### src/sv/ps2_scancode_to_ascii_assert.svh
// ----------------------------------------------------------------------------
// PS/2 scancode translator assertion macros
// Shared property forms for the concurrent checks of the translator.
// ----------------------------------------------------------------------------
`ifndef PS2_SCANCODE_TO_ASCII_ASSERT_SVH
`define PS2_SCANCODE_TO_ASCII_ASSERT_SVH

// same-cycle implication
`define PS2SC_ASSERT_IMP(lbl, clk, rst, ante, cons) \
   lbl: assert property (@(posedge clk) disable iff (rst) (ante) |-> (cons)) \
      else $error("ps2 scancode translator check failed");

// next-cycle implication
`define PS2SC_ASSERT_NXT(lbl, clk, rst, ante, cons) \
   lbl: assert property (@(posedge clk) disable iff (rst) (ante) |=> (cons)) \
      else $error("ps2 scancode translator check failed");

`endif

### src/sv/ps2sc_pkg.sv
// ----------------------------------------------------------------------------
// PS/2 scancode translator package
// Code kinds, prefix states, modifier bundle and set-2 lookup tables.
// ----------------------------------------------------------------------------
package ps2sc_pkg;

   // classification of one received byte
   typedef enum logic [2:0] {
      KIND_NONE   = 3'd0,
      KIND_MAKE   = 3'd1,
      KIND_BREAK  = 3'd2,
      KIND_XMAKE  = 3'd3,
      KIND_XBREAK = 3'd4,
      KIND_FAKE   = 3'd5,
      KIND_PAUSE  = 3'd6
   } kind_type;

   // prefix sequence states
   typedef enum logic [7:0] {
      ST_START   = 8'b0000_0001,
      ST_BRK     = 8'b0000_0010,
      ST_EXT     = 8'b0000_0100,
      ST_EXT_BRK = 8'b0000_1000,
      ST_PA      = 8'b0001_0000,
      ST_PB      = 8'b0010_0000,
      ST_PC      = 8'b0100_0000,
      ST_PD      = 8'b1000_0000
   } pfx_state_type;

   // modifier and lock state after the current word's update
   typedef struct packed {
      logic       shift;
      logic       ctrl;
      logic       alt;
      logic       del;
      logic [2:0] locks;   // bit0 scroll, bit1 num, bit2 caps
   } mods_type;

   // lock bit positions
   localparam int LOCK_SCROLL = 0;
   localparam int LOCK_NUM    = 1;
   localparam int LOCK_CAPS   = 2;

   // prefix and special scan codes
   localparam logic [7:0] SC_BREAK   = 8'hF0;
   localparam logic [7:0] SC_EXT     = 8'hE0;
   localparam logic [7:0] SC_PAUSE   = 8'hE1;
   localparam logic [7:0] SC_CTRL    = 8'h14;
   localparam logic [7:0] SC_NUMLK   = 8'h77;
   localparam logic [7:0] SC_LSHIFT  = 8'h12;
   localparam logic [7:0] SC_RSHIFT  = 8'h59;
   localparam logic [7:0] SC_ALT     = 8'h11;
   localparam logic [7:0] SC_ENTER   = 8'h5A;
   localparam logic [7:0] SC_DELETE  = 8'h71;
   localparam logic [7:0] SC_BKSP    = 8'h66;
   localparam logic [7:0] SC_CAPSLK  = 8'h58;
   localparam logic [7:0] SC_SCRLK   = 8'h7E;
   localparam logic [7:0] SC_ESC     = 8'h76;
   localparam logic [7:0] SC_KP_MUL  = 8'h7C;
   localparam logic [7:0] SC_KP_SUB  = 8'h7B;
   localparam logic [7:0] SC_KP_ADD  = 8'h79;
   localparam logic [7:0] SC_KP_DIV  = 8'h4A;
   localparam logic [7:0] SC_TAB     = 8'h0D;

   // ASCII codes used directly
   localparam logic [6:0] CH_BS    = 7'h08;
   localparam logic [6:0] CH_TAB   = 7'h09;
   localparam logic [6:0] CH_LF    = 7'h0A;
   localparam logic [6:0] CH_CR    = 7'h0D;
   localparam logic [6:0] CH_ESC   = 7'h1B;
   localparam logic [6:0] CH_STAR  = 7'h2A;
   localparam logic [6:0] CH_PLUS  = 7'h2B;
   localparam logic [6:0] CH_MINUS = 7'h2D;
   localparam logic [6:0] CH_SLASH = 7'h2F;
   localparam logic [6:0] CH_UPPER = 7'h41;
   localparam logic [6:0] CH_LOWER = 7'h61;

   typedef struct packed {
      logic       hit;
      logic [4:0] idx;
   } alpha_hit_type;

   typedef struct packed {
      logic       hit;
      logic [2:0] idx;
   } ctlx_hit_type;

   typedef struct packed {
      logic       hit;
      logic [6:0] ch;
   } pad_hit_type;

   typedef struct packed {
      logic       hit;
      logic [6:0] lo;
      logic [6:0] hi;
   } sym_hit_type;

   // letter keys, index 0 = 'a'
   function automatic alpha_hit_type alpha_lookup(input logic [7:0] b);
      alpha_hit_type r;
      r.hit = 1'b1;
      unique case (b)
         8'h1C: r.idx = 5'd0;   8'h32: r.idx = 5'd1;   8'h21: r.idx = 5'd2;
         8'h23: r.idx = 5'd3;   8'h24: r.idx = 5'd4;   8'h2B: r.idx = 5'd5;
         8'h34: r.idx = 5'd6;   8'h33: r.idx = 5'd7;   8'h43: r.idx = 5'd8;
         8'h3B: r.idx = 5'd9;   8'h42: r.idx = 5'd10;  8'h4B: r.idx = 5'd11;
         8'h3A: r.idx = 5'd12;  8'h31: r.idx = 5'd13;  8'h44: r.idx = 5'd14;
         8'h4D: r.idx = 5'd15;  8'h15: r.idx = 5'd16;  8'h2D: r.idx = 5'd17;
         8'h1B: r.idx = 5'd18;  8'h2C: r.idx = 5'd19;  8'h3C: r.idx = 5'd20;
         8'h2A: r.idx = 5'd21;  8'h1D: r.idx = 5'd22;  8'h22: r.idx = 5'd23;
         8'h35: r.idx = 5'd24;  8'h1A: r.idx = 5'd25;
         default: begin
            r.hit = 1'b0;
            r.idx = 5'd0;
         end
      endcase
      return r;
   endfunction

   // extra ctrl characters 0x1B..0x1F
   function automatic ctlx_hit_type ctlx_lookup(input logic [7:0] b);
      ctlx_hit_type r;
      r.hit = 1'b1;
      unique case (b)
         8'h54: r.idx = 3'd0;
         8'h5D: r.idx = 3'd1;
         8'h5B: r.idx = 3'd2;
         8'h36: r.idx = 3'd3;
         8'h4E: r.idx = 3'd4;
         default: begin
            r.hit = 1'b0;
            r.idx = 3'd0;
         end
      endcase
      return r;
   endfunction

   // keypad digits and point under num lock
   function automatic pad_hit_type pad_lookup(input logic [7:0] b);
      pad_hit_type r;
      r.hit = 1'b1;
      unique case (b)
         8'h70: r.ch = 7'h30;  8'h69: r.ch = 7'h31;  8'h72: r.ch = 7'h32;
         8'h7A: r.ch = 7'h33;  8'h6B: r.ch = 7'h34;  8'h73: r.ch = 7'h35;
         8'h74: r.ch = 7'h36;  8'h6C: r.ch = 7'h37;  8'h75: r.ch = 7'h38;
         8'h7D: r.ch = 7'h39;  8'h71: r.ch = 7'h2E;
         default: begin
            r.hit = 1'b0;
            r.ch  = 7'h00;
         end
      endcase
      return r;
   endfunction

   // digit row and punctuation: unshifted, shifted
   function automatic sym_hit_type sym_lookup(input logic [7:0] b);
      sym_hit_type r;
      r.hit = 1'b1;
      unique case (b)
         8'h0E: begin r.lo = 7'h60; r.hi = 7'h7E; end
         8'h16: begin r.lo = 7'h31; r.hi = 7'h21; end
         8'h1E: begin r.lo = 7'h32; r.hi = 7'h40; end
         8'h26: begin r.lo = 7'h33; r.hi = 7'h23; end
         8'h25: begin r.lo = 7'h34; r.hi = 7'h24; end
         8'h2E: begin r.lo = 7'h35; r.hi = 7'h25; end
         8'h36: begin r.lo = 7'h36; r.hi = 7'h5E; end
         8'h3D: begin r.lo = 7'h37; r.hi = 7'h26; end
         8'h3E: begin r.lo = 7'h38; r.hi = 7'h2A; end
         8'h46: begin r.lo = 7'h39; r.hi = 7'h28; end
         8'h45: begin r.lo = 7'h30; r.hi = 7'h29; end
         8'h4E: begin r.lo = 7'h2D; r.hi = 7'h5F; end
         8'h55: begin r.lo = 7'h3D; r.hi = 7'h2B; end
         8'h54: begin r.lo = 7'h5B; r.hi = 7'h7B; end
         8'h5B: begin r.lo = 7'h5D; r.hi = 7'h7D; end
         8'h5D: begin r.lo = 7'h5C; r.hi = 7'h7C; end
         8'h4C: begin r.lo = 7'h3B; r.hi = 7'h3A; end
         8'h52: begin r.lo = 7'h27; r.hi = 7'h22; end
         8'h41: begin r.lo = 7'h2C; r.hi = 7'h3C; end
         8'h49: begin r.lo = 7'h2E; r.hi = 7'h3E; end
         8'h4A: begin r.lo = 7'h2F; r.hi = 7'h3F; end
         8'h29: begin r.lo = 7'h20; r.hi = 7'h20; end
         default: begin
            r.hit = 1'b0;
            r.lo  = 7'h00;
            r.hi  = 7'h00;
         end
      endcase
      return r;
   endfunction

endpackage

### src/sv/ps2_scancode_to_ascii.sv
// ----------------------------------------------------------------------------
// PS/2 set-2 scancode to ASCII translator
// Structure: two registers; a word taken on req_ is held in the input register,
// then moved into the result register and presented on rsp_ once that frees.
// Throughput: one word per cycle while rsp_ready allows; prefix/modifier update
// and the translation tables sit between the input and result registers. With
// rsp_ready low the two registers hold two words, then req_ready drops.
// Reset: synchronous; clears the prefix machine, modifiers, locks and valids.
// ----------------------------------------------------------------------------
`include "ps2_scancode_to_ascii_assert.svh"

module ps2_scancode_to_ascii import ps2sc_pkg::*; (
   input  logic       clock,
   input  logic       reset,
   input  logic       req_valid,
   output logic       req_ready,
   input  logic [7:0] req_scan_code,
   output logic       rsp_valid,
   input  logic       rsp_ready,
   output logic [2:0] rsp_code_kind,
   output logic [7:0] rsp_key_code,
   output logic [6:0] rsp_ascii_char,
   output logic       rsp_shift_held,
   output logic       rsp_ctrl_held,
   output logic       rsp_alt_held,
   output logic [2:0] rsp_lock_lights,
   output logic       rsp_reset_request
);

   logic       in_vld_ff;
   logic [7:0] in_code_ff;
   logic       out_vld_ff;
   logic       fire;

   kind_type   kind;
   mods_type   mods;
   logic [6:0] ascii;
   logic       rst_req;

   logic [2:0] kind_ff;
   logic [7:0] code_ff;
   logic [6:0] ascii_ff;
   mods_type   mods_ff;
   logic       rst_req_ff;

   // stage handshake: input word moves on when the result register frees
   assign fire      = in_vld_ff && (!out_vld_ff || rsp_ready);
   assign req_ready = !in_vld_ff || fire;

   always_ff @(posedge clock) begin
      if (reset) begin
         in_vld_ff  <= 1'b0;
         out_vld_ff <= 1'b0;
      end else begin
         if (req_ready) in_vld_ff <= req_valid;
         if (fire) out_vld_ff <= 1'b1;
         else if (rsp_ready) out_vld_ff <= 1'b0;
      end
   end

   // input word register
   always_ff @(posedge clock) begin
      if (req_valid && req_ready) in_code_ff <= req_scan_code;
   end

   ps2sc_state u_state (
      .clock     (clock),
      .reset     (reset),
      .fire      (fire),
      .scan_code (in_code_ff),
      .kind      (kind),
      .mods      (mods)
   );

   ps2sc_xlate u_xlate (
      .scan_code     (in_code_ff),
      .kind          (kind),
      .mods          (mods),
      .ascii_char    (ascii),
      .reset_request (rst_req)
   );

   // result register
   always_ff @(posedge clock) begin
      if (fire) begin
         kind_ff    <= kind;
         code_ff    <= in_code_ff;
         ascii_ff   <= ascii;
         mods_ff    <= mods;
         rst_req_ff <= rst_req;
      end
   end

   assign rsp_valid         = out_vld_ff;
   assign rsp_code_kind     = kind_ff;
   assign rsp_key_code      = code_ff;
   assign rsp_ascii_char    = ascii_ff;
   assign rsp_shift_held    = mods_ff.shift;
   assign rsp_ctrl_held     = mods_ff.ctrl;
   assign rsp_alt_held      = mods_ff.alt;
   assign rsp_lock_lights   = mods_ff.locks;
   assign rsp_reset_request = rst_req_ff;

   // checks
   `PS2SC_ASSERT_IMP(a_ascii_only_make, clock, reset,
      rsp_valid && (rsp_ascii_char != 7'h00),
      (rsp_code_kind == KIND_MAKE) || (rsp_code_kind == KIND_XMAKE))
   `PS2SC_ASSERT_IMP(a_rst_req_mods, clock, reset,
      rsp_valid && rsp_reset_request, rsp_ctrl_held && rsp_alt_held)
   `PS2SC_ASSERT_NXT(a_pending_moves, clock, reset,
      in_vld_ff && !out_vld_ff, rsp_valid)

endmodule

### src/sv/ps2sc_state.sv
// ----------------------------------------------------------------------------
// PS/2 prefix machine and modifier tracker
// Classifies each word and holds shift, ctrl, alt, delete and lock state.
// ----------------------------------------------------------------------------
module ps2sc_state import ps2sc_pkg::*; (
   input  logic       clock,
   input  logic       reset,
   input  logic       fire,
   input  logic [7:0] scan_code,
   output kind_type   kind,
   output mods_type   mods
);

   pfx_state_type pst_ff, pst_in;
   logic [1:0]    shift_ff, shift_in;
   logic [1:0]    ctrl_ff, ctrl_in;
   logic [1:0]    alt_ff, alt_in;
   logic          del_ff, del_in;
   logic [2:0]    lock_ff, lock_in;

   logic is_fake;
   assign is_fake = (scan_code == SC_LSHIFT) || (scan_code == SC_RSHIFT);

   // prefix sequence decode
   always_comb begin
      pst_in = pst_ff;
      kind   = KIND_NONE;
      unique case (pst_ff)
         ST_START: begin
            if (scan_code == SC_BREAK)      pst_in = ST_BRK;
            else if (scan_code == SC_EXT)   pst_in = ST_EXT;
            else if (scan_code == SC_PAUSE) pst_in = ST_PA;
            else                            kind   = KIND_MAKE;
         end
         ST_BRK: begin
            pst_in = ST_START;
            kind   = KIND_BREAK;
         end
         ST_EXT: begin
            if (scan_code == SC_BREAK) begin
               pst_in = ST_EXT_BRK;
            end else begin
               pst_in = ST_START;
               kind   = is_fake ? KIND_FAKE : KIND_XMAKE;
            end
         end
         ST_EXT_BRK: begin
            pst_in = ST_START;
            kind   = is_fake ? KIND_FAKE : KIND_XBREAK;
         end
         ST_PA: begin
            if (scan_code == SC_CTRL)       pst_in = ST_PB;
            else if (scan_code == SC_BREAK) pst_in = ST_PD;
            else                            pst_in = ST_START;
         end
         ST_PB: begin
            if (scan_code == SC_NUMLK)      pst_in = ST_PC;
            else if (scan_code == SC_BREAK) pst_in = ST_PD;
            else                            pst_in = ST_START;
         end
         ST_PC: begin
            pst_in = (scan_code == SC_PAUSE) ? ST_PA : ST_START;
         end
         ST_PD: begin
            if (scan_code == SC_CTRL) begin
               pst_in = ST_PB;
            end else begin
               pst_in = ST_START;
               if (scan_code == SC_NUMLK) kind = KIND_PAUSE;
            end
         end
         default: pst_in = ST_START;
      endcase
   end

   // modifier and lock update; bit0 right, bit1 left
   always_comb begin
      shift_in = shift_ff;
      ctrl_in  = ctrl_ff;
      alt_in   = alt_ff;
      del_in   = del_ff;
      lock_in  = lock_ff;
      case (kind)
         KIND_XMAKE: begin
            if (scan_code == SC_CTRL)        ctrl_in[0] = 1'b1;
            else if (scan_code == SC_ALT)    alt_in[0]  = 1'b1;
            else if (scan_code == SC_DELETE) del_in     = 1'b1;
         end
         KIND_XBREAK: begin
            if (scan_code == SC_CTRL)        ctrl_in[0] = 1'b0;
            else if (scan_code == SC_ALT)    alt_in[0]  = 1'b0;
            else if (scan_code == SC_DELETE) del_in     = 1'b0;
         end
         KIND_MAKE: begin
            case (scan_code)
               SC_RSHIFT: shift_in[0] = 1'b1;
               SC_LSHIFT: shift_in[1] = 1'b1;
               SC_CTRL:   ctrl_in[1]  = 1'b1;
               SC_ALT:    alt_in[1]   = 1'b1;
               SC_NUMLK:  lock_in[LOCK_NUM]    = ~lock_ff[LOCK_NUM];
               SC_CAPSLK: lock_in[LOCK_CAPS]   = ~lock_ff[LOCK_CAPS];
               SC_SCRLK:  lock_in[LOCK_SCROLL] = ~lock_ff[LOCK_SCROLL];
               default: ;
            endcase
         end
         KIND_BREAK: begin
            case (scan_code)
               SC_RSHIFT: shift_in[0] = 1'b0;
               SC_LSHIFT: shift_in[1] = 1'b0;
               SC_CTRL:   ctrl_in[1]  = 1'b0;
               SC_ALT:    alt_in[1]   = 1'b0;
               default: ;
            endcase
         end
         default: ;
      endcase
   end

   // state after this word's update
   assign mods.shift = |shift_in;
   assign mods.ctrl  = |ctrl_in;
   assign mods.alt   = |alt_in;
   assign mods.del   = del_in;
   assign mods.locks = lock_in;

   always_ff @(posedge clock) begin
      if (reset) begin
         pst_ff   <= ST_START;
         shift_ff <= 2'b00;
         ctrl_ff  <= 2'b00;
         alt_ff   <= 2'b00;
         del_ff   <= 1'b0;
         lock_ff  <= 3'b000;
      end else if (fire) begin
         pst_ff   <= pst_in;
         shift_ff <= shift_in;
         ctrl_ff  <= ctrl_in;
         alt_ff   <= alt_in;
         del_ff   <= del_in;
         lock_ff  <= lock_in;
      end
   end

endmodule

### src/sv/ps2sc_xlate.sv
// ----------------------------------------------------------------------------
// PS/2 scancode to ASCII translation
// Maps a make code to a character from the updated modifier state.
// ----------------------------------------------------------------------------
module ps2sc_xlate import ps2sc_pkg::*; (
   input  logic [7:0] scan_code,
   input  kind_type   kind,
   input  mods_type   mods,
   output logic [6:0] ascii_char,
   output logic       reset_request
);

   alpha_hit_type alpha;
   ctlx_hit_type  ctlx;
   pad_hit_type   pad;
   sym_hit_type   sym;
   logic          is_make, is_xmake, letter_up;

   assign alpha     = alpha_lookup(scan_code);
   assign ctlx      = ctlx_lookup(scan_code);
   assign pad       = pad_lookup(scan_code);
   assign sym       = sym_lookup(scan_code);
   assign is_make   = (kind == KIND_MAKE);
   assign is_xmake  = (kind == KIND_XMAKE);
   assign letter_up = mods.shift ^ mods.locks[LOCK_CAPS];

   // priority chain of the translation rules
   always_comb begin
      ascii_char    = 7'h00;
      reset_request = 1'b0;
      if (!is_make && !is_xmake) begin
         ascii_char = 7'h00;
      end else if (is_xmake && !mods.alt && !mods.ctrl) begin
         // plain extended keys
         if (scan_code == SC_DELETE)      ascii_char = CH_BS;
         else if (scan_code == SC_KP_DIV) ascii_char = CH_SLASH;
         else if (scan_code == SC_ENTER)  ascii_char = CH_CR;
      end else if (scan_code == SC_ENTER) begin
         ascii_char = mods.ctrl ? CH_LF : CH_CR;
      end else if (scan_code == SC_ESC) begin
         ascii_char = CH_ESC;
      end else if (scan_code == SC_KP_MUL) begin
         ascii_char = CH_STAR;
      end else if (scan_code == SC_KP_SUB) begin
         ascii_char = CH_MINUS;
      end else if (scan_code == SC_KP_ADD) begin
         ascii_char = CH_PLUS;
      end else if (scan_code == SC_BKSP) begin
         ascii_char = CH_BS;
      end else if (mods.ctrl && alpha.hit) begin
         ascii_char = {2'b00, alpha.idx} + 7'd1;
      end else if (mods.ctrl && ctlx.hit) begin
         ascii_char = CH_ESC + {4'b0000, ctlx.idx};
      end else begin
         // ctrl+alt+delete: raised here, translation goes on
         reset_request = mods.ctrl && mods.alt && mods.del;
         if (mods.locks[LOCK_NUM] && pad.hit) begin
            ascii_char = pad.ch;
         end else if (!mods.alt && scan_code == SC_DELETE) begin
            ascii_char = CH_BS;
         end else if (alpha.hit) begin
            ascii_char = (letter_up ? CH_UPPER : CH_LOWER) + {2'b00, alpha.idx};
         end else if (sym.hit) begin
            ascii_char = mods.shift ? sym.hi : sym.lo;
         end else if (scan_code == SC_TAB) begin
            ascii_char = CH_TAB;
         end
      end
   end

endmodule
### config.mk
export PLATFORM = sky130hd
export DESIGN_NAME = ps2_scancode_to_ascii
export DESIGN_NICKNAME = d
export VERILOG_FILES = /design/src/sv/ps2sc_pkg.sv /design/src/sv/ps2_scancode_to_ascii.sv /design/src/sv/ps2sc_state.sv /design/src/sv/ps2sc_xlate.sv
export VERILOG_INCLUDE_DIRS = /design/src /design/src/sv
export SDC_FILE = /design/constraint.sdc
export NUM_CORES = 1
export LEC_CHECK = 0
export BUFFER_PORTS_ARGS = -buffer_cell sky130_fd_sc_hd__buf_2
export CORE_ASPECT_RATIO = 1.1
export CORE_MARGIN = 4
export CORE_UTILIZATION = 54
export DETAILED_ROUTE_END_ITERATION = 10
export GPL_ROUTABILITY_DRIVEN = 0
export PLACE_DENSITY = 0.73
export SYNTH_ARGS = -nofsm -noshare
export SYNTH_HDL_FRONTEND = slang
export SYNTH_SLANG_ARGS = --single-unit
### constraint.sdc
create_clock -name clock -period 6.8 [get_ports clock]
set_input_delay 0.34 -clock clock [delete_from_list [all_inputs] [get_ports clock]]
set_output_delay 0.34 -clock clock [all_outputs]
set_load 0.03 [all_outputs]
==> results of run 1 <==
[metal layers]
metal | vias to the layer above | share of wire | GRT usage
met5 | - | 0 | 0
met4 | 0 | 0.059 | 0.128
met3 | 92 | 0.096 | 0.0515
met2 | 329 | 0.45 | 0.432
met1 | 2198 | 0.39 | 0.392
li1 | 2146 | - | -
[kinds of logic (layout without fill, tap and decap cells)]
| group | after synthesis | in the layout | synth area share |
|---|---|---|---|
| compound gates | 160 | 160 | 0.249 |
| xor+xnor | 12 | 12 | 0.0233 |
| fa+ha+maj | 3 | 3 | 0.00833 |
| buf+inv | 55 | 69 | 0.0536 |
| flops | 53 | 53 | 0.309 |
| mux | 6 | 6 | 0.0136 |
| simple gates | 265 | 265 | 0.343 |
[where the power goes]
part           leakage [uW]  internal, uW  switching (uW)  total [uW]
Combinational       0.00114          38.6            90.0         129
Sequential         0.000477           353            9.46         363
Clock             0.0000456          73.7             105         179
Total               0.00166           466             205         671
[registers in the layout, indices dropped and copies added (netlist names)]
signal             cells
in_code_ff             8
rsp_key_code           8
u_state.pst_ff         8
rsp_ascii_char         7
rsp_code_kind          3
rsp_lock_lights        3
u_state.lock_ff        3
u_state.alt_ff         2
u_state.ctrl_ff        2
u_state.shift_ff       2
in_vld_ff              1
rsp_alt_held           1
rsp_ctrl_held          1
rsp_reset_request      1
rsp_shift_held         1
rsp_valid              1
u_state.del_ff         1
[through the flow]
step / setup WS, ns / area [um2]
2_1_floorplan: 3.84 / 4510
3_3_place_gp: 3.30 / 4710
3_5_place_dp: 3.27 / 4710
4_1_cts: 3.24 / 4790
5_1_grt: 2.86 / 4790
6_report: 3.11 / 4790
[critical path: cells and delay by family, from the launching register on]
family,cells,cell delay (ns)
AO/OA/AOI/OAI,5,1.37
flip-flops,1,0.40
AND/OR/NAND/NOR,2,1.39
buffers and inverters,1,0.29
[cell usage in the layout (no fill, tap or decap), types with 8 or more instances in the layout]
| master | count |
|---|---|
| a211oi_1 | 8 |
| a21oi_1 | 34 |
| buf_2 | 38 |
| buf_4 | 8 |
| dfxtp_1 | 20 |
| edfxtp_1 | 33 |
| inv_1 | 15 |
| nand2_1 | 61 |
| nand2b_1 | 12 |
| nand3_1 | 25 |
| nand3b_1 | 8 |
| nand4_1 | 10 |
| nor2_1 | 51 |
| nor2b_1 | 14 |
| nor3_1 | 15 |
| o211ai_1 | 8 |
| o21ai_0 | 34 |
| o22ai_1 | 9 |
[worst max-delay path by stage]
stage                        endpoint  slack (ns)
finish              rsp_ascii_char[3]        3.11
global route        rsp_ascii_char[5]        2.86
CTS                 rsp_ascii_char[3]        3.24
detailed placement  rsp_ascii_char[4]        3.27
global placement    rsp_ascii_char[3]        3.30
floorplan           rsp_ascii_char[4]        3.84
[final cells by class]
type | count | share of cell area
clock buffer | 6 | 0.0151
tap | 108 | 0.0282
multi-input combinational | 446 | 0.599
inverter | 15 | 0.0117
sequential | 53 | 0.290
clock inverter | 2 | 0.00287
timing repair buffer | 46 | 0.0522
==> flow_metrics.env, run 1 <==
export IMPL_run_status="complete, no violations"
export IMPL_cp_startpoint="in_code_ff[3]"
export IMPL_yosys_area_top_type_share=0.220
export IMPL_synth_distinct_cells=81
export IMPL_arrival_ns=3.75
export IMPL_insertion_delay_ns=0.31
export IMPL_final_cells=676
export IMPL_drtAntennaViolNets=0
export IMPL_register_area_mm2=0.00139
export IMPL_cp_end_kind="flip-flop"
export IMPL_power_total_uw=671
export IMPL_hp_start="req_scan_code[7]"
export IMPL_grt_max_degree=47
export IMPL_h_tree_depth=2
export IMPL_post_place_cells=668
export IMPL_cts_sinks=53
export IMPL_relSlewSlack=0.109
export IMPL_cp_start_kind="flip-flop"
export IMPL_yosys_register_bits=53
export IMPL_hold_end="in_code_ff[7]"
export IMPL_cts_tree="built"
export IMPL_cts_setup_buffers=0
export IMPL_cp_max_fo=46
export IMPL_cts_resized=0
export IMPL_worst_pin_slew_ns=1.32
export IMPL_core_mm2=0.00804
export IMPL_synth_async_reset_ratio=0
export IMPL_dpl_hpwl_um=9810
export IMPL_fin_crit_sh=0.542
export IMPL_clkTransAtPathRegs_ns=0.10
export IMPL_grt_total_usage=0.285
export IMPL_drt_first_iter_violations=955
export IMPL_design_portCount=39
export IMPL_synth_ff_type="edfxtp_1"
export IMPL_min_path_type="primary input to flip-flop"
export IMPL_cp_cell_sequence="buf_4, nor4b_1, nand4_1, o21a_1, a2111o_1, o31ai_1, a221oi_1, a21o_1"
export IMPL_antenna_found_initial=0
export IMPL_utilization=0.596
export IMPL_grt_pass1_vias=4315
export IMPL_multi_input_area_mm2=0.00287
export IMPL_nets=582
export IMPL_syn_area_mm2=0.00451
export IMPL_holdPathStages=1
export IMPL_synth_edf_count=33
export IMPL_syn_area_per_cell_um2=8.13
export IMPL_power_density_mw_per_mm2=140
export IMPL_wire_per_inst_um=20.5
export IMPL_fin_crit_ns=3.69
export IMPL_power_leakage_uw=0.00166
export IMPL_die_height_um=104
export IMPL_fill_cells=741
export IMPL_r2r_start="in_code_ff[3]"
export IMPL_whs_ns=0.201
export IMPL_cts_buffers=5
export IMPL_initial_core_util=0.560
export IMPL_area_delta_synth_final_pct=6.36
export IMPL_worst_r2r_cell_count=8
export IMPL_timing_fmax_mhz=271
export IMPL_drv_slew=0
export IMPL_drt_first_pass_iters=8
export IMPL_critical_path_class="flip-flop to flip-flop"
export IMPL_postRouteWirelength_um=13900
export IMPL_ys_warn_count=0
export IMPL_worstPathRequired_ns=6.87
export IMPL_rsz0062_at_grt="false"
export IMPL_hold_buffers=0
export IMPL_hold_viol_final=0
export IMPL_via_per_inst=7.05
export IMPL_drcViolationCount=0
export IMPL_syn_inst=554
export IMPL_r2r_end="rsp_ascii_char[3]"
export IMPL_synth_area_leaders="edfxtp_1 22%, dfxtp_1 8.9%, nand2_1 5.1%"
export IMPL_ir_drop_v=0.000120
export IMPL_yosysSeqAreaShare=0.309
export IMPL_fin_setup_tns_ns=0
export IMPL_overflow=0
export IMPL_r2r_setup_slack_ns=3.11
export IMPL_cap_viol_max_count=0
export IMPL_cts_buffer_depth=2
export IMPL_critPathSlowestCell="nor4b_1"
export IMPL_fp_dieW_um=95.1
export IMPL_die_area_mm2=0.00987
export IMPL_cts_root_buf="clkbuf_8"
export IMPL_slowest_delay_ns=1.14
export IMPL_setup_viol=0
export IMPL_synth_top_area_cell="edfxtp_1"
export IMPL_synth_fp_nets=569
export IMPL_synth_commonest_cells="61 x nand2_1, 51 x nor2_1, 34 x a21oi_1, 34 x o21ai_0, 33 x edfxtp_1"
export IMPL_vias=4765
export IMPL_layout_drive_gt1_share=0.132
export IMPL_num_antenna_cells=0
export IMPL_num_rows=34
export IMPL_grt_pass1_wl_um=22500
export IMPL_portBuffers=38
export IMPL_yosysMostFrequentCell="nand2_1"
export IMPL_fin_worst_skew_ns=0.00666
No activity file was read; power rests on OpenSTA's default activity.
==> run 2, diff against run 1 <==
--- a/config.mk
+++ b/config.mk
@@ -6,13 +6,14 @@
 export SDC_FILE = /design/constraint.sdc
 export NUM_CORES = 1
 export LEC_CHECK = 0
+export ABC_AREA = 1
 export BUFFER_PORTS_ARGS = -buffer_cell sky130_fd_sc_hd__buf_2
 export CORE_ASPECT_RATIO = 1.1
 export CORE_MARGIN = 4
 export CORE_UTILIZATION = 54
 export DETAILED_ROUTE_END_ITERATION = 10
 export GPL_ROUTABILITY_DRIVEN = 0
-export PLACE_DENSITY = 0.73
+export PLACE_DENSITY = 0.74
 export SYNTH_ARGS = -nofsm -noshare
 export SYNTH_HDL_FRONTEND = slang
 export SYNTH_SLANG_ARGS = --single-unit
==> constraint.sdc (replaced) <==
create_clock -name clock -period 3.85 [get_ports clock]
set_input_delay 0.1925 -clock clock [delete_from_list [all_inputs] [get_ports clock]]
set_output_delay 0.1925 -clock clock [all_outputs]
set_load 0.03 [all_outputs]
==> flow_metrics.env, run 2 <==
export IMPL_run_status="complete, no violations"
export IMPL_p_comb_frac=0.353
export IMPL_final_common_cell="nand2_1"
export IMPL_hold_viol_final=0
export IMPL_worst_pin_slew_ns=0.576
export IMPL_syn_area_mm2=0.00402
export IMPL_cts_setup_buffers=0
export IMPL_synth_top_family_by_area="simple AND/OR/NAND/NOR gates"
export IMPL_whs_ns=0.0586
export IMPL_overflow=0
export IMPL_num_rows=32
export IMPL_design_portCount=39
export IMPL_power_frac_clock=0.205
export IMPL_grt_pass1_wl_um=19100
export IMPL_rsz0062_at_grt="false"
export IMPL_cap_viol_max_count=0
export IMPL_nets=697
export IMPL_initial_core_util=0.563
export IMPL_power_density_mw_per_mm2=361
export IMPL_vias=4398
export IMPL_seqPwrFrac=0.442
export IMPL_drv_slew=0
export IMPL_num_antenna_cells=0
export IMPL_ys_warn_count=0
export IMPL_setup_viol=0
export IMPL_drt_first_pass_iters=7
export IMPL_cts_resized=0
export IMPL_dpl_hpwl_um=8920
export IMPL_syn_area_per_cell_um2=6.28
export IMPL_fin_setup_tns_ns=0
export IMPL_synth_distinct_cells=40
export IMPL_fin_crit_ns=3.00
export IMPL_utilization=0.617
export IMPL_power_leakage_uw=0.00231
export IMPL_synthSimpleGateAreaFrac=0.422
export IMPL_drcViolationCount=0
export IMPL_setup_slack_ns=0.851
export IMPL_power_switching_uw=622
export IMPL_cts_sinks=53
export IMPL_min_path_type="primary input to flip-flop"
export IMPL_synth_area_leaders="edfxtp_1 25%, nand2_1 17%, nor2_1 10%"
export IMPL_placed_cell_area_mm2=0.00431
export IMPL_die_height_um=98.4
export IMPL_critical_path_class="flip-flop to flip-flop"
export IMPL_grt_pass1_vias=4156
export IMPL_cts_buffer_depth=2
export IMPL_cp_max_fo=8
export IMPL_synth_commonest_cells="180 x nand2_1, 109 x nor2_1, 101 x inv_1"
export IMPL_portBuffers=38
export IMPL_layout_common_cells="180 x nand2_1, 109 x nor2_1, 101 x inv_1, 48 x nand3_1, 38 x buf_2"
export IMPL_die_area_mm2=0.00888
export IMPL_grt_total_usage=0.259
export IMPL_syn_inst=639
export IMPL_yosys_area_top_type_share=0.247
export IMPL_r2r_start="in_code_ff[1]"
export IMPL_area_delta_synth_final_pct=9.54
export IMPL_via_per_inst=5.73
export IMPL_cts_root_buf="clkbuf_8"
export IMPL_fill_cells=681
export IMPL_yosys_register_bits=53
export IMPL_p_int_uw=967
export IMPL_arrival_ns=3.08
export IMPL_hold_buffers=0
export IMPL_core_mm2=0.00713
export IMPL_synth_async_reset_ratio=0
export IMPL_muxShareOfSynthArea=0
export IMPL_synthAdderAreaFrac=0.00935
export IMPL_hp_start="req_scan_code[2]"
export IMPL_synth_top_area_cell="edfxtp_1"
export IMPL_yosysSeqAreaShare=0.347
export IMPL_cts_buffers=5
export IMPL_cp_end_kind="flip-flop"
export IMPL_worstPathRequired_ns=3.93
export IMPL_fp_dieW_um=90.2
export IMPL_layout_drive_gt1_share=0.104
export IMPL_swShare=0.391
export IMPL_insertion_delay_ns=0.31
export IMPL_antenna_found_initial=0
export IMPL_drt_first_iter_violations=506
export IMPL_ir_drop_v=0.000270
export IMPL_cp_startpoint="in_code_ff[1]"
export IMPL_yosysMostFrequentCell="nand2_1"
export IMPL_synth_xor_area_frac=0.00654
export IMPL_fin_worst_skew_ns=0.00589
export IMPL_postRouteWirelength_um=11400
export IMPL_cp_start_kind="flip-flop"
export IMPL_timing_fmax_mhz=333
export IMPL_synth_ff_type="edfxtp_1"
export IMPL_h_tree_depth=2
export IMPL_design_area_mm2=0.00440
export IMPL_drtAntennaViolNets=0
export IMPL_wire_per_inst_um=14.8
export IMPL_synth_compound_area_frac=0.113
export IMPL_clkTransAtPathRegs_ns=0.10
export IMPL_place_ws_ns=0.979
export IMPL_fin_crit_sh=0.779
export IMPL_cts_tree="built"
export IMPL_synth_fp_nets=654
export IMPL_synth_edf_count=33
export IMPL_relSlewSlack=0.614
export IMPL_grt_max_degree=35
## run 2: cells by family after synthesis
kind of cell               count (synthesis)
AOI/OAI and AO/OA                         79
adders and majority gates                  3
and+or+nand+nor                          392
xor gates and xnor gates                   3
buffers and inverters                    109
DFF                                       53
## run 2: critical path, cell delays in order, from the launching register on
cell and delay (ns):
edfxtp_1 0.52, nand2_1 0.22, inv_1 0.07, nand2_1 0.27, nor2_1 0.09, nor3_1 0.28, nand3_1 0.22, ha_1 0.23
inv_1 0.08, nor2_1 0.06, nor3b_1 0.28, o2111ai_1 0.17, nand2_1 0.09, nand3_1 0.08, nand2_1 0.07, inv_1 0.03
## run 2: final timing paths
| check | cells after the start | slack [ns] | to |
|---|---|---|---|
| setup reg to reg | 15 | 0.85 | rsp_ascii_char[4] |
| hold reg to reg | 2 | 0.51 | u_state.alt_ff[1] |
| setup / recovery | 15 | 0.85 | rsp_ascii_char[4] |
| hold / removal | 1 | 0.06 | in_code_ff[2] |
## run 2: final cells by class
| type | count | area [um2] | share of cell area |
|---|---|---|---|
| clock buffers | 6 | 76.3 | 0.0174 |
| repair buffers | 39 | 198 | 0.0450 |
| flip-flops and latches | 53 | 1390 | 0.316 |
| multi-input cells | 477 | 2210 | 0.504 |
| well taps | 85 | 106 | 0.0242 |
| clock inverters | 2 | 13.8 | 0.00313 |
| inverters | 106 | 398 | 0.0905 |
## run 2: power groups by stage
| stage | Combinational [uW] | Sequential (uW) | Clock, uW |
|---|---|---|---|
| global route | 642 | 708 | 363 |
| CTS | 556 | 701 | 336 |
| detailed placement | 553 | 714 | 0 |
| global placement | 545 | 713 | 0 |
| finish | 561 | 702 | 326 |
| floorplan | 366 | 759 | 0 |
## run 2: metal layers
metal / vias to the layer above / share of wire / wire length (um) / GRT usage
met2: 255 / 0.48 / 5440 / 0.445
li1: 2154 / - / - / -
met4: 0 / 0.037 / 423 / 0.118
met1: 1934 / 0.40 / 4590 / 0.324
met5: - / 0 / 0 / 0
met3: 55 / 0.080 / 907 / 0.0382
## run 2: metrics by stage
step	total power [uW]	std cells
finish	1590	768
global route	1710	768
CTS	1590	768
detailed placement	1270	760
global placement	1260	760
floorplan	1130	639
==> run 3, diff against run 2 <==
--- a/config.mk
+++ b/config.mk
@@ -13,7 +13,7 @@
 export CORE_UTILIZATION = 54
 export DETAILED_ROUTE_END_ITERATION = 10
 export GPL_ROUTABILITY_DRIVEN = 0
-export PLACE_DENSITY = 0.74
+export PLACE_DENSITY = 0.77
 export SYNTH_ARGS = -nofsm -noshare
 export SYNTH_HDL_FRONTEND = slang
 export SYNTH_SLANG_ARGS = --single-unit
==> constraint.sdc (replaced) <==
create_clock -name clock -period 2.51 [get_ports clock]
set_input_delay 0.1255 -clock clock [delete_from_list [all_inputs] [get_ports clock]]
set_output_delay 0.1255 -clock clock [all_outputs]
set_load 0.03 [all_outputs]
==> flow_metrics.env, run 3 (synthesized netlist as in run 2, its figures left out) <==
export IMPL_wire_per_inst_um=16.2
export IMPL_grt_use_met3=0.0435
export IMPL_timing_fmax_mhz=377
export IMPL_grt_max_degree=36
export IMPL_dpl_hpwl_um=9660
export IMPL_ir_drop_v=0.000405
export IMPL_antenna_found_initial=0
export IMPL_via_per_inst=5.89
export IMPL_area_delta_synth_final_pct=38.6
export IMPL_cp_start_kind="flip-flop"
export IMPL_grt_pass1_wl_um=21000
export IMPL_die_height_um=98.4
export IMPL_run_status="finished, violations left"
export IMPL_drtAntennaViolNets=0
export IMPL_nets=790
export IMPL_clkTransAtPathRegs_ns=0.10
export IMPL_utilization=0.781
export IMPL_initial_core_util=0.563
export IMPL_num_antenna_cells=0
export IMPL_fin_worst_skew_ns=0.00953
export IMPL_power_frac_clock=0.177
export IMPL_setup_viol=8
export IMPL_postRouteWirelength_um=14000
export IMPL_grtUsageMet2=0.525
export IMPL_cts_sinks=53
export IMPL_fin_crit_sh=1.06
export IMPL_fin_crit_ns=2.65
export IMPL_worstPathRequired_ns=2.59
export IMPL_grt_pass1_vias=4682
export IMPL_grt_util_met1=0.327
export IMPL_swShare=0.400
export IMPL_vias=5073
export IMPL_drcViolationCount=0
export IMPL_drt_first_pass_iters=6
export IMPL_num_rows=32
export IMPL_min_path_type="primary input to flip-flop"
export IMPL_p_int_uw=1660
export IMPL_design_portCount=39
export IMPL_fp_dieW_um=90.2
export IMPL_cap_viol_max_count=0
export IMPL_cts_buffer_depth=2
export IMPL_cts_tree="built"
export IMPL_grt_total_usage=0.286
export IMPL_hold_viol_final=0
export IMPL_relSlewSlack=0.715
export IMPL_post_place_cells=819
export IMPL_power_leakage_uw=0.00288
export IMPL_p_comb_frac=0.432
export IMPL_final_cells=861
export IMPL_whs_ns=0.107
export IMPL_rsz0062_at_grt="true"
export IMPL_cp_max_fo=6
export IMPL_power_switching_uw=1110
export IMPL_insertion_delay_ns=0.31
export IMPL_power_density_mw_per_mm2=498
export IMPL_cp_end_kind="flip-flop"
export IMPL_design_area_mm2=0.00557
export IMPL_die_area_mm2=0.00888
export IMPL_critical_path_class="flip-flop to flip-flop"
export IMPL_worst_pin_slew_ns=0.424
export IMPL_power_total_uw=2770
export IMPL_final_common_cell="nand2_1"
export IMPL_fill_cells=496
export IMPL_grt_busiest_layer="met2"
export IMPL_layout_drive_gt1_share=0.323
export IMPL_seqPwrFrac=0.391
export IMPL_setup_slack_ns=-0.141
export IMPL_core_mm2=0.00713
export IMPL_overflow=0
export IMPL_drt_first_iter_violations=524
export IMPL_violations="negative setup slack"
export IMPL_cts_buffers=5
export IMPL_h_tree_depth=2
export IMPL_cts_root_buf="clkbuf_8"
export IMPL_placed_cell_area_mm2=0.00476
export IMPL_portBuffers=38
export IMPL_arrival_ns=2.73
export IMPL_layout_common_cells="151 x nand2_1, 89 x inv_1, 82 x nor2_1, 79 x buf_4, 43 x nand3_1"
export IMPL_drv_slew=0
[run 3: cell types whose count changed in the layout (fill, tap and decap cells not counted), sizes merged]
| cell | delta |
|---|---|
| buf | +85 |
| dlygate4sd3 | +8 |
| clkinv | -1 |
| clkinvlp | +1 |
[run 3: what timing repair did]
action,in CTS,in global routing
pin swaps,3,36
hold buffers,8,0
endpoints found under the hold margin,8,0
resized for setup,20,124
setup buffers,7,19
endpoints found under the setup margin,8,8
[run 3: critical path: stages (launching register included)]
cell,delay (ns)
edfxtp_1,0.51
inv_2,0.17
nand2_2,0.11
nor2_4,0.16
buf_4,0.15
inv_1,0.08
buf_4,0.15
o21ai_1,0.27
nor3_2,0.11
nand3_4,0.15
buf_4,0.14
nand3_1,0.06
nand2_1,0.07
nand2_1,0.05
nand3_1,0.06
nand2_1,0.05
nand2_1,0.06
a21oi_1,0.05
[run 3: routing by layer]
layer  vias to the layer above  part of all wire
met1                      2283              0.37
met4                         0             0.067
li1                       2345                 -
met2                       347              0.48
met3                        98             0.084
met5                         -                 0
[run 3: final cells by class]
class / count / area, um2 / share of cell area
Clock inverter: 2 / 13.8 / 0.00247
Inverter: 106 / 404 / 0.0726
Clock buffer: 6 / 72.6 / 0.0130
Multi-Input combinational cell: 477 / 2620 / 0.470
Tap cell: 85 / 106 / 0.0191
Sequential cell: 53 / 1390 / 0.250
Timing Repair Buffer: 132 / 960 / 0.172
[run 3: power groups by stage]
stage	sequential, uW	clock, uW	combinational (uW)
after floorplan	1160	0	561
after global routing	1090	539	1310
after detailed placement	1100	0	924
final	1080	492	1200
after global placement	1090	0	907
after CTS	1080	509	1030
[run 3: final timing paths]
path	startpoint	end	slack, ns	cells after the start
setup / recovery	in_code_ff[5]	rsp_ascii_char[5]	-0.14	17
hold / removal	reset	u_state.pst_ff[3]	0.11	2
setup reg to reg	in_code_ff[5]	rsp_ascii_char[5]	-0.14	17
hold reg to reg	u_state.alt_ff[1]	u_state.alt_ff[1]	0.51	2
[run 3: through the flow]
stage	TNS [ns]	setup slack, ns
finish	-0.723	-0.141
global route	-1.80	-0.270
CTS	-0.000263	-0.000263
detailed placement	-0.974	-0.173
global placement	-0.587	-0.123
floorplan	0	0.234
